==> src/hw/rtl/scs_pkg.sv <==
// scs_pkg: shared types and codes for the sparse coordinate store
// used by scs_ctrl, scs_datapath and sparse_coordinate_store
`default_nettype none

package scs_pkg;

    localparam int OP_BITS     = 2;
    localparam int STATUS_BITS = 2;

    localparam logic [OP_BITS-1:0] OP_READ    = 2'd0;
    localparam logic [OP_BITS-1:0] OP_CHECKED = 2'd1;
    localparam logic [OP_BITS-1:0] OP_WRITE   = 2'd2;

    localparam logic [STATUS_BITS-1:0] ST_OK    = 2'd0;
    localparam logic [STATUS_BITS-1:0] ST_RANGE = 2'd1;
    localparam logic [STATUS_BITS-1:0] ST_FULL  = 2'd2;

    // commands from the controller to the datapath
    typedef struct packed {
        logic load;
        logic scan;
        logic commit;
    } scs_cmd_t;

    // status from the datapath to the controller
    typedef struct packed {
        logic scan_last;
    } scs_sts_t;

endpackage

`default_nettype wire

==> src/hw/rtl/sparse_coordinate_store.sv <==
// sparse_coordinate_store: top level, bound registers on the apb port
// depends on scs_pkg, scs_ctrl and scs_datapath
//
// fixed-capacity coordinate-list store for a sparse integer matrix
// command channel: a word (op, row, col, value) is taken at the clock edge
// where start is high and busy is low; op read, checked read or write cell
// result channel: done is high for exactly one cycle with read_value, found
// and status; the receiver cannot hold results off, one result per word
// each word scans every entry slot through one registered memory read port,
// one slot a cycle, then commits; the result appears in the cycle in which busy
// drops, so the next word can be taken at the edge that ends it; no word is
// taken before the last one has given its result
// writing zero frees the matching slot, a non-zero value updates the match or
// fills the lowest free slot; status reports table full when none is left
// a checked read compares row and col against rows_in_use and cols_in_use,
// written through apb at offset 0 and 4 (0 and 8 for wide indices)
// reset clears all valid bits and both bounds; the entry memory is not cleared
// and needs no clearing pass, so a word can be taken right after reset
`default_nettype none

module sparse_coordinate_store
    import scs_pkg::*;
#(
    parameter int CAPACITY   = 64,
    parameter int INDEX_BITS = 16,
    parameter int VALUE_BITS = 32,
    localparam int BOUND_BITS = INDEX_BITS + 1,
    localparam int DATA_BITS  = (BOUND_BITS > 32) ? 64 : 32,
    localparam int ADDR_BITS  = (BOUND_BITS > 32) ? 4 : 3
)
(
    input  wire logic                         clk,
    input  wire logic                         rst_n,
    input  wire logic                         start,
    output logic                              busy,
    input  wire logic [OP_BITS-1:0]           op,
    input  wire logic [INDEX_BITS-1:0]        row,
    input  wire logic [INDEX_BITS-1:0]        col,
    input  wire logic signed [VALUE_BITS-1:0] value,
    output logic                              done,
    output logic signed [VALUE_BITS-1:0]      read_value,
    output logic                              found,
    output logic [STATUS_BITS-1:0]            status,
    input  wire logic                         psel,
    input  wire logic                         penable,
    input  wire logic                         pwrite,
    input  wire logic [ADDR_BITS-1:0]         paddr,
    input  wire logic [DATA_BITS-1:0]         pwdata,
    output logic [DATA_BITS-1:0]              prdata,
    output logic                              pready
);

    logic [BOUND_BITS-1:0] rows_reg;
    logic [BOUND_BITS-1:0] cols_reg;
    logic                  cfg_wr;
    logic                  reg_sel;
    scs_cmd_t              cmd;
    scs_sts_t              sts;

    assign pready  = 1'b1;
    assign cfg_wr  = psel && penable && pwrite;
    // top address bit picks the register
    assign reg_sel = paddr[ADDR_BITS-1];

    always_ff @(posedge clk or negedge rst_n)
    begin
        if (!rst_n)
        begin
            rows_reg <= '0;
            cols_reg <= '0;
        end
        else if (cfg_wr)
        begin
            if (reg_sel)
            begin
                cols_reg <= pwdata[BOUND_BITS-1:0];
            end
            else
            begin
                rows_reg <= pwdata[BOUND_BITS-1:0];
            end
        end
    end

    assign prdata = reg_sel ? DATA_BITS'(cols_reg) : DATA_BITS'(rows_reg);

    scs_ctrl u_ctrl
    (
        .clk   (clk),
        .rst_n (rst_n),
        .start (start),
        .sts   (sts),
        .cmd   (cmd),
        .busy  (busy)
    );

    scs_datapath
    #(
        .CAPACITY   (CAPACITY),
        .INDEX_BITS (INDEX_BITS),
        .VALUE_BITS (VALUE_BITS),
        .BOUND_BITS (BOUND_BITS)
    )
    u_datapath
    (
        .clk         (clk),
        .rst_n       (rst_n),
        .cmd         (cmd),
        .sts         (sts),
        .op          (op),
        .row         (row),
        .col         (col),
        .value       (value),
        .rows_in_use (rows_reg),
        .cols_in_use (cols_reg),
        .done        (done),
        .read_value  (read_value),
        .found       (found),
        .status      (status)
    );

endmodule

`default_nettype wire

==> src/hw/rtl/scs_ctrl.sv <==
// scs_ctrl: sequencer for one item: accept, slot scan, drain, commit
// depends on scs_pkg
`default_nettype none

module scs_ctrl
    import scs_pkg::*;
(
    input  wire logic     clk,
    input  wire logic     rst_n,
    input  wire logic     start,
    input  wire scs_sts_t sts,
    output scs_cmd_t      cmd,
    output logic          busy
);

    localparam logic [1:0] S_IDLE   = 2'd0;
    localparam logic [1:0] S_SCAN   = 2'd1;
    localparam logic [1:0] S_DRAIN  = 2'd2;
    localparam logic [1:0] S_FINISH = 2'd3;

    logic [1:0] state_reg;
    logic [1:0] state_next;

    always_comb
    begin
        state_next = state_reg;
        cmd        = '0;
        case (state_reg)
            S_IDLE:
            begin
                if (start)
                begin
                    cmd.load   = 1'b1;
                    state_next = S_SCAN;
                end
            end
            S_SCAN:
            begin
                cmd.scan = 1'b1;
                if (sts.scan_last)
                begin
                    state_next = S_DRAIN;
                end
            end
            // last slot is compared here
            S_DRAIN:
            begin
                state_next = S_FINISH;
            end
            S_FINISH:
            begin
                cmd.commit = 1'b1;
                state_next = S_IDLE;
            end
            default:
            begin
                state_next = S_IDLE;
            end
        endcase
    end

    always_ff @(posedge clk or negedge rst_n)
    begin
        if (!rst_n)
        begin
            state_reg <= S_IDLE;
        end
        else
        begin
            state_reg <= state_next;
        end
    end

    assign busy = (state_reg != S_IDLE);

endmodule

`default_nettype wire

==> src/hw/rtl/scs_datapath.sv <==
// scs_datapath: entry memory, valid bits, slot scan compare and result registers
// depends on scs_pkg; driven by scs_ctrl
`default_nettype none

module scs_datapath
    import scs_pkg::*;
#(
    parameter int CAPACITY   = 64,
    parameter int INDEX_BITS = 16,
    parameter int VALUE_BITS = 32,
    parameter int BOUND_BITS = INDEX_BITS + 1
)
(
    input  wire logic                         clk,
    input  wire logic                         rst_n,
    input  wire scs_cmd_t                     cmd,
    output scs_sts_t                          sts,
    input  wire logic [OP_BITS-1:0]           op,
    input  wire logic [INDEX_BITS-1:0]        row,
    input  wire logic [INDEX_BITS-1:0]        col,
    input  wire logic signed [VALUE_BITS-1:0] value,
    input  wire logic [BOUND_BITS-1:0]        rows_in_use,
    input  wire logic [BOUND_BITS-1:0]        cols_in_use,
    output logic                              done,
    output logic signed [VALUE_BITS-1:0]      read_value,
    output logic                              found,
    output logic [STATUS_BITS-1:0]            status
);

    localparam int SLOT_BITS = (CAPACITY > 1) ? $clog2(CAPACITY) : 1;
    localparam logic [SLOT_BITS-1:0] LAST_SLOT = SLOT_BITS'(CAPACITY - 1);

    // entry memory, one write and one registered read port
    logic [INDEX_BITS-1:0] mem_row [CAPACITY];
    logic [INDEX_BITS-1:0] mem_col [CAPACITY];
    logic [VALUE_BITS-1:0] mem_val [CAPACITY];
    logic [CAPACITY-1:0]   valid_reg;

    logic [OP_BITS-1:0]    op_reg;
    logic [INDEX_BITS-1:0] row_reg;
    logic [INDEX_BITS-1:0] col_reg;
    logic [VALUE_BITS-1:0] val_reg;

    logic [SLOT_BITS-1:0]  scan_idx_reg;
    logic                  rd_vld_reg;
    logic                  rd_bit_reg;
    logic [SLOT_BITS-1:0]  rd_idx_reg;
    logic [INDEX_BITS-1:0] rd_row_reg;
    logic [INDEX_BITS-1:0] rd_col_reg;
    logic [VALUE_BITS-1:0] rd_val_reg;

    logic                  hit_reg;
    logic [SLOT_BITS-1:0]  hit_idx_reg;
    logic [VALUE_BITS-1:0] hit_val_reg;
    logic                  free_reg;
    logic [SLOT_BITS-1:0]  free_idx_reg;

    logic                  done_reg;
    logic [VALUE_BITS-1:0] rv_reg;
    logic                  found_reg;
    logic [STATUS_BITS-1:0] status_reg;

    logic                  is_write;
    logic                  val_zero;
    logic                  past_bound;
    logic                  wr_entry;
    logic                  wr_value;
    logic                  clr_valid;
    logic [SLOT_BITS-1:0]  wr_addr;
    logic [VALUE_BITS-1:0] rv_next;
    logic [STATUS_BITS-1:0] status_next;

    assign sts.scan_last = (scan_idx_reg == LAST_SLOT);

    // item capture
    always_ff @(posedge clk)
    begin
        if (cmd.load)
        begin
            op_reg  <= op;
            row_reg <= row;
            col_reg <= col;
            val_reg <= value;
        end
    end

    // scan address and registered memory read
    always_ff @(posedge clk or negedge rst_n)
    begin
        if (!rst_n)
        begin
            scan_idx_reg <= '0;
            rd_vld_reg   <= 1'b0;
        end
        else
        begin
            rd_vld_reg <= cmd.scan;
            if (cmd.load)
            begin
                scan_idx_reg <= '0;
            end
            else if (cmd.scan)
            begin
                scan_idx_reg <= scan_idx_reg + 1'b1;
            end
        end
    end

    always_ff @(posedge clk)
    begin
        if (cmd.scan)
        begin
            rd_row_reg <= mem_row[scan_idx_reg];
            rd_col_reg <= mem_col[scan_idx_reg];
            rd_val_reg <= mem_val[scan_idx_reg];
            rd_bit_reg <= valid_reg[scan_idx_reg];
            rd_idx_reg <= scan_idx_reg;
        end
    end

    // keep the first match and the first free slot
    always_ff @(posedge clk or negedge rst_n)
    begin
        if (!rst_n)
        begin
            hit_reg  <= 1'b0;
            free_reg <= 1'b0;
        end
        else if (cmd.load)
        begin
            hit_reg  <= 1'b0;
            free_reg <= 1'b0;
        end
        else if (rd_vld_reg)
        begin
            if (rd_bit_reg && !hit_reg && rd_row_reg == row_reg && rd_col_reg == col_reg)
            begin
                hit_reg <= 1'b1;
            end
            if (!rd_bit_reg && !free_reg)
            begin
                free_reg <= 1'b1;
            end
        end
    end

    always_ff @(posedge clk)
    begin
        if (rd_vld_reg)
        begin
            if (rd_bit_reg && !hit_reg && rd_row_reg == row_reg && rd_col_reg == col_reg)
            begin
                hit_idx_reg <= rd_idx_reg;
                hit_val_reg <= rd_val_reg;
            end
            if (!rd_bit_reg && !free_reg)
            begin
                free_idx_reg <= rd_idx_reg;
            end
        end
    end

    // commit decision
    always_comb
    begin
        is_write     = (op_reg == OP_WRITE);
        val_zero     = (val_reg == '0);
        past_bound   = ({1'b0, row_reg} >= rows_in_use) || ({1'b0, col_reg} >= cols_in_use);
        wr_entry     = 1'b0;
        wr_value     = 1'b0;
        clr_valid    = 1'b0;
        wr_addr      = hit_reg ? hit_idx_reg : free_idx_reg;
        rv_next      = '0;
        status_next  = ST_OK;
        if (is_write)
        begin
            if (val_zero)
            begin
                clr_valid = hit_reg;
            end
            else if (hit_reg)
            begin
                wr_value = 1'b1;
            end
            else if (free_reg)
            begin
                wr_entry = 1'b1;
                wr_value = 1'b1;
            end
            else
            begin
                status_next = ST_FULL;
            end
        end
        else if (op_reg == OP_CHECKED && past_bound)
        begin
            status_next = ST_RANGE;
        end
        else if (hit_reg)
        begin
            rv_next = hit_val_reg;
        end
    end

    always_ff @(posedge clk)
    begin
        if (cmd.commit && wr_entry)
        begin
            mem_row[wr_addr] <= row_reg;
            mem_col[wr_addr] <= col_reg;
        end
        if (cmd.commit && wr_value)
        begin
            mem_val[wr_addr] <= val_reg;
        end
    end

    always_ff @(posedge clk or negedge rst_n)
    begin
        if (!rst_n)
        begin
            valid_reg <= '0;
        end
        else if (cmd.commit)
        begin
            if (wr_entry)
            begin
                valid_reg[wr_addr] <= 1'b1;
            end
            else if (clr_valid)
            begin
                valid_reg[wr_addr] <= 1'b0;
            end
        end
    end

    // result word
    always_ff @(posedge clk or negedge rst_n)
    begin
        if (!rst_n)
        begin
            done_reg <= 1'b0;
        end
        else
        begin
            done_reg <= cmd.commit;
        end
    end

    always_ff @(posedge clk)
    begin
        if (cmd.commit)
        begin
            rv_reg     <= rv_next;
            found_reg  <= hit_reg;
            status_reg <= status_next;
        end
    end

    assign done       = done_reg;
    assign read_value = rv_reg;
    assign found      = found_reg;
    assign status     = status_reg;

endmodule

`default_nettype wire

==> config.mk <==
export PLATFORM = sky130hd
export DESIGN_NAME = sparse_coordinate_store
export DESIGN_NICKNAME = d
export VERILOG_FILES = /design/src/hw/rtl/scs_pkg.sv /design/src/hw/rtl/sparse_coordinate_store.sv /design/src/hw/rtl/scs_ctrl.sv /design/src/hw/rtl/scs_datapath.sv
export SDC_FILE = /design/constraint.sdc
export NUM_CORES = 2
export LEC_CHECK = 0
export BUFFER_PORTS_ARGS = -buffer_cell sky130_fd_sc_hd__buf_2
export CAP_MARGIN = 20
export CORE_MARGIN = 2
export CORE_UTILIZATION = 55
export CTS_CLUSTER_SIZE = 30
export DETAILED_ROUTE_END_ITERATION = 6
export GPL_TIMING_DRIVEN = 0
export PLACE_DENSITY = 0.77
export SLEW_MARGIN = 20
export SYNTH_ARGS = -nofsm -noshare
export SYNTH_HDL_FRONTEND = slang
export SYNTH_SLANG_ARGS = --single-unit
export TNS_END_PERCENT = 20
==> constraint.sdc <==
create_clock -name clk -period 10.94 [get_ports clk]
set_input_delay 1.094 -clock clk [delete_from_list [all_inputs] [get_ports clk]]
set_output_delay 1.094 -clock clk [all_outputs]
set_load 0.02 [all_outputs]
* Word level (Yosys, flattened, before mapping)
Memory sizes are Yosys's and may differ from the RTL's. A register that Yosys moved wholly into a read port is not among the register bits.
Cells that the tools add are included.
** Storage, ports and cells
- Bits in registers :: 262
- Memories :: 3
- Bits in writable memories :: 4096
- Word-level logic and storage cells :: 117
- Output and inout port bits :: 70
- Bits of input ports :: 107
** Memory list
- u_datapath.mem_val :: depth 64, bits a word 32, read ports 1, clocked after memory_dff 1, write ports 1, RTL line scs_datapath.sv:36 : logic [VALUE_BITS-1:0] mem_val [CAPACITY];
- u_datapath.mem_col :: depth 64, bits a word 16, read ports 1, clocked after memory_dff 1, write ports 1, RTL line scs_datapath.sv:35 : logic [INDEX_BITS-1:0] mem_col [CAPACITY];
- u_datapath.mem_row :: depth 64, bits a word 16, read ports 1, clocked after memory_dff 1, write ports 1, RTL line scs_datapath.sv:34 : logic [INDEX_BITS-1:0] mem_row [CAPACITY];
** Cells by class
- Reductions and logical operators :: 31
- Add/subtract/negate cells :: 1
- Mux-type cells :: 41
- Bitwise logic cells :: 5
- $lt $le $gt $ge :: 5
- Equality and inequality tests :: 10
** Operator list (count)
- two-way mux 64 bit :: 2
- AND 64 bit :: 1
- inverter 64 bit :: 1
- bitwise OR 64 bit :: 1
- >= comparator 16 x 17 -> 1 bit :: 2
- equality test 16 bit :: 2
- zero test 32 bit :: 1
- two-way mux 1 bit :: 26
- two-way mux 6 bit :: 3
- two-way mux 17 bit :: 1
- AND reduction 2 bit :: 8
- < comparator 6 x 7 -> 1 bit (second input constant) :: 2
- two-way mux 2 bit :: 6
- nonzero test 2 bit :: 6
- logical AND 1 bit :: 10
- case mux 2 bit (4 select lines) :: 1
- adder 6 x 1 -> 6 bit (second input constant) :: 1
- binary-select mux 1 bit (select 6 bit) :: 1
- demux 1 bit (select 6 bit) :: 1
- equality test 2 bit (second input constant) :: 3
- equality test 6 bit (second input constant) :: 1
- >= comparator 6 x 1 -> 1 bit (second input constant) :: 1
- equality test 2 x 1 -> 1 bit (second input constant) :: 2
- != test 2 bit (second input constant) :: 2
- other kinds (5) :: 8

* Longest topological paths before layout
- Word-level depth :: 9
- Depth in mapped cells :: 12
- Gate-level depth less buffers :: 8

* Cells and area by module
A second synthesis with hierarchy kept.
** Unflattened totals
- Cells, all modules :: 7907
- Area total of the unflattened synthesis :: 169392.5 um2
** Modules (own cells, without submodules)
- scs_datapath :: instances 1, sequential area each 131336.0 um2, area each 167546.9 um2, cells each 7782
- sparse_coordinate_store :: instances 1, sequential area each 850.8 um2, area each 1674.1 um2, cells each 109
- scs_ctrl :: instances 1, sequential area each 50.0 um2, area each 171.4 um2, cells each 16

* Worst setup path before layout
OpenSTA, ideal clock, no wires.
- Kind :: register -> register
- From :: register u_datapath.row_reg[8]
- To :: register u_datapath.hit_idx_reg[0], enable pin
- Library setup time :: 0.532 ns
- Path buffers :: 0
- Data required time :: 10.408 ns
- Clock period less this slack :: 5.987 ns
- Arrival :: 5.455 ns
- Cell stages (with the launch flop) :: 6
- Slack :: 4.953 ns
- Path through :: edfxtp_1 -> xnor2_1 -> nand4_1 -> nor4_1 -> nand4_1 -> nor4_1
** Between the ends
- Word-level cells in the longest chain between the ends :: 4
** RTL lines
- from (decl) :: RTL line scs_datapath.sv:40 : logic [INDEX_BITS-1:0] row_reg;
- from (signal assigned) :: RTL line scs_datapath.sv:81 : row_reg <= row;
- equality test 16 bit :: RTL line scs_datapath.sv:151 : if (rd_bit_reg && !hit_reg && rd_row_reg == row_reg && rd_col_reg == col_reg)
- logical AND 1 bit (2 in a row) :: RTL line scs_datapath.sv:151
- AND reduction 2 bit (no line)
- to (signal assigned) :: RTL line scs_datapath.sv:153 : hit_idx_reg <= rd_idx_reg;
- to (decl) :: RTL line scs_datapath.sv:53 : logic [SLOT_BITS-1:0] hit_idx_reg;
No other way between the ends.
A chain may end at the register's enable or synchronous reset.

==> run_results.csv <==
group,metric,value,unit
synth,synth_cells,7327,
setup_path,critical-path-slowest-cell,"sky130_fd_sc_hd__o22ai_1",
placed_design,place.gp.congestion,1.00,
timing,finalSetupViolCount,0,
die,die-area,0.312,mm²
setup_path,reg2reg_from,"u_datapath.scan_idx_reg[1]$_DFFE_PN0P_",
grt,number_of_global_route_vias_before_repair,93800,
finish,area_of_the_multi_input_gates,0.0361,mm²
grt,global_route_wire_length_before_repair,808000,µm
grt,gr-usage-met3,18.4,%
timing,timing.max_slew.rel_slack,6.92,%
timing,final-hold-violation-count,0,
synth,synthDistinctLibCells,54,
worst_hold_path,worst_hold_path_type,"in -> reg",
setup_path,timing.rr.end,"u_datapath.rd_val_reg[13]$_DFFE_PP_",
clocking,cts_tree,"built",
routing,routed_via_density,7.55,
placed_design,post-dp-hpwl,392000,µm
synth,synth_enable_flop_cells,4312,
synth,asyncSetResetFlopFracSynth,2.49,%
clocking,tritoncts_num_sinks,4422,
clocking,cts_setup_buffers,0,
timing,tns,0,ns
clocking,insertion_delay,1.04,ns
routing,antenna_left,0,
finish,largest_register_ff_count,2048,
setup_path,endpoint_kind,"flip-flop",
worst_hold_path,worst_hold_path_startpoint,"op[0]",
job,maxCapViolations,0,
finish,fillerInstances,18100,
pwr,max-vdd-ir-drop,0.163,mV
worst_hold_path,min_delay_path_depth,1,
pwr,design_power,49.1,mW
die,pin_count,177,
finish,drive_above_1_share,33.3,%
setup_path,crit_path_max_incr_delay,1.08,ns
setup_path,worstRegToRegCells,10,
synth,yosysSeqAreaShare,78.1,%
die,die_y,559,µm
setup_path,crit_path_max_fanout,10,
setup_path,path_delay_family,"buffers and inverters",
die,fp.coreArea,0.306,mm²
worst_hold_path,worst_hold_path.endpoint,"u_datapath.op_reg[0]$_DFFE_PP_",
timing,unrepaired_setup_endpoints_after_global_routing,"no",
timing,worst_case_clock_skew,0.0891,ns
routing,route.final.wire_length,611000,µm
setup_path,cp_num_buf_inv,6,
grt,met1_usage,45.9,%
setup_path,setup.reg_to_reg.worst_slack,4.36,ns
die,initial_cell_density_of_the_core,55.3,%
clocking,cts_buffers,421,
pwr,p_leak,63.7,nW
clocking,clock-root-buffer,"sky130_fd_sc_hd__clkbuf_16",
clocking,cts.htree.levels,5,
finish,final_cells,12900,
setup_path,critical_path.most_common_cell,"sky130_fd_sc_hd__buf_2",
finish,area.growth.synth_to_final,18.2,%
synth,synthesis.yosys.warnings,0,
timing,worst_setup_slack_final,4.36,ns
placed_design,place.port_buffers,142,
routing,first_iter_violations,21000,
setup_path,critical_path.cell_chain,"buf_2, buf_2, buf_4, buf_2, buf_2, buf_2, mux2i_1, o22ai_1, o22ai_1, nand2_1",
grt,grt_antenna_before_repair,62,
pwr,power_density,245,mW/mm²
synth,synth_flop_type,"sky130_fd_sc_hd__edfxtp_1",
clocking,post_cts_hold_buffer_count,1,
timing,transition_at_the_pin_with_the_smallest_max_transition_slack,1.39,ns
timing,max_clock_freq,152,MHz
run_status,outcome,"completed",
grt,global_route.usage.met2,56.2,%
synth,ys_seq_elements,4422,
die,floorplan.rows,203,
finish,sequential_cell_area,0.132,mm²
timing,final_min_period_over_clock_period,60.1,%
finish,regMostFlops,"u_datapath.mem_val",
setup_path,crit_required,11.54,ns
setup_path,critical_path_arrival,7.18,ns
timing,timing_max_transition_violations_final,0,
placed_design,dpl_worst_slack,5.18,ns
setup_path,startpoint_type,"flip-flop",
routing,wl_per_cell,47.5,µm
finish,layout_nets,8520,
synth,synth_area,0.169,mm²
routing,drt-pass1-iter-count,7,
grt,grt_util_all_layers,39.2,%
finish,reg.largest.list,"u_datapath.mem_val: 2048 flops, u_datapath.mem_col: 1024 flops, u_datapath.mem_row: 1024 flops",
placed_design,post-place-cells,12000,
setup_path,crit_type,"reg -> reg",
routing,drc,0,
clocking,path_clk_slew,0.06,ns
grt,grt.busiest_layer,"met2",
die,die_x,559,µm
synth,postSynthAreaPerCell,23.1,µm²
grt,grt_max_degree,77,
grt,grt_overflow,0,
clocking,number_of_gates_given_a_new_drive_strength_after_cts,0,
clocking,cts-root-to-sink-buffers,4,
routing,route.vias.total,97100,
timing,finalWorstPathRequiredPeriod,6.58,ns
[worst reg2reg max path: cells and delay by family, from the launching register on]
kind | cells | cell delay, ns
AND/OR/NAND/NOR | 1 | 0.53
flip-flops | 1 | 0.36
AO/OA/AOI/OAI | 2 | 1.19
buffers and inverters | 6 | 3.72
multiplexers | 1 | 0.35
[cells in the mapped netlist, types with 16 or more instances]
cell type	n	share of area, %
sky130_fd_sc_hd__buf_2	117	0.35
sky130_fd_sc_hd__a41o_1	32	0.19
sky130_fd_sc_hd__xnor2_1	23	0.12
sky130_fd_sc_hd__and3_1	32	0.12
sky130_fd_sc_hd__a22oi_1	46	0.20
sky130_fd_sc_hd__a2111oi_0	32	0.17
sky130_fd_sc_hd__mux4_2	1167	16
sky130_fd_sc_hd__edfxtp_1	4312	76
sky130_fd_sc_hd__buf_1	34	0.075
sky130_fd_sc_hd__nand2_1	127	0.28
sky130_fd_sc_hd__o21ai_0	178	0.53
sky130_fd_sc_hd__nor3_1	32	0.095
sky130_fd_sc_hd__nor4_1	16	0.059
sky130_fd_sc_hd__clkbuf_1	187	0.41
sky130_fd_sc_hd__nor2_1	226	0.50
sky130_fd_sc_hd__a221o_1	29	0.17
sky130_fd_sc_hd__inv_1	40	0.089
sky130_fd_sc_hd__a21oi_1	41	0.12
sky130_fd_sc_hd__dfrtp_1	110	1.6
sky130_fd_sc_hd__ha_1	38	0.28
sky130_fd_sc_hd__mux2_2	46	0.31
sky130_fd_sc_hd__buf_4	56	0.25
sky130_fd_sc_hd__o22ai_1	73	0.27
sky130_fd_sc_hd__mux2i_1	190	1.1
[power breakdown]
group	switching, mW	internal, mW	total [mW]
Combinational	9.38	5.19	14.6
Sequential	0.303	19.5	19.8
Clock	6.72	8.06	14.8
Total	16.4	32.7	49.1
[layer usage]
layer | vias up | share of wire, %
li1 | 33400 | -
met1 | 49200 | 29
met2 | 11600 | 43
met3 | 2851 | 18
met4 | 48 | 9.8
met5 | - | 0.17
[stage by stage]
step	hold slack (ns)	cell area [µm²]	util [%]
floorplan	0.400	169000	-
global placement	0.408	175000	57.2
detailed placement	0.406	186000	60.9
CTS	0.227	200000	65.3
global route	0.265	200000	65.4
finish	0.240	200000	65.4
[kinds of logic (layout without fill, tap and decap cells)]
kind of cell,Yosys count,after routing,synth area share (%)
and+or+nand+nor,489,489,1.27
adders and majority gates,38,38,0.281
other,2,46,0.00444
buffers and inverters,449,1845,1.27
DFF,4422,4422,78.1
AOI/OAI and AO/OA,488,488,1.92
xor gates and xnor gates,36,36,0.186
muxes,1403,1403,17.0
[cell type report]
class / count / area share (%)
Antenna cell: 30 / 0.0375
Tap cell: 4100 / 2.56
Multi-Input combinational cell: 2470 / 18.0
Sequential cell: 4422 / 66.1
Clock buffer: 510 / 5.47
Timing Repair Buffer: 611 / 5.30
Inverter: 40 / 0.0750
Clock inverter: 275 / 1.36
Buffer: 409 / 1.08
[cell usage in the layout (no fill, tap or decap), drive strengths merged, types with 13 or more instances in the layout]
| cell type | synthesis | routed |
|---|---|---|
| xor2 | 13 | 13 |
| nor2 | 226 | 226 |
| clkinvlp | 0 | 23 |
| mux4 | 1167 | 1167 |
| a2111oi | 32 | 32 |
| conb | 2 | 16 |
| o21ai | 184 | 184 |
| ha | 38 | 38 |
| nand2 | 127 | 127 |
| bufinv | 0 | 37 |
| clkinv | 0 | 197 |
| a41o | 32 | 32 |
| xnor2 | 23 | 23 |
| edfxtp | 4312 | 4312 |
| a22oi | 46 | 46 |
| nor3 | 32 | 32 |
| nor4 | 16 | 16 |
| inv | 40 | 58 |
| clkbuf | 187 | 699 |
| and3 | 32 | 32 |
| mux2 | 46 | 46 |
| nand4 | 14 | 14 |
| dfrtp | 110 | 110 |
| buf | 222 | 830 |
| o221ai | 15 | 15 |
| a221o | 29 | 29 |
| o22ai | 73 | 73 |
| diode | 0 | 30 |
| a21oi | 41 | 41 |
| mux2i | 190 | 190 |
[how the worst max path moves through the flow]
stage,start,endpoint,slack [ns],depth (start not counted)
floorplan,u_datapath.row_reg[8]$_DFFE_PP_,u_datapath.hit_idx_reg[0]$_DFFE_PP_,4.95,5
global placement,u_datapath.row_reg[14]$_DFFE_PP_,u_datapath.hit_val_reg[28]$_DFFE_PP_,-1.84,4
detailed placement,u_datapath.scan_idx_reg[1]$_DFFE_PN0P_,u_datapath.rd_val_reg[13]$_DFFE_PP_,5.18,10
CTS,u_datapath.scan_idx_reg[1]$_DFFE_PN0P_,u_datapath.rd_val_reg[13]$_DFFE_PP_,5.14,10
global route,u_datapath.scan_idx_reg[1]$_DFFE_PN0P_,u_datapath.rd_val_reg[13]$_DFFE_PP_,4.93,10
finish,u_datapath.scan_idx_reg[1]$_DFFE_PN0P_,u_datapath.rd_val_reg[13]$_DFFE_PP_,4.36,10
Note: power is estimated with default switching activity, not from simulation.
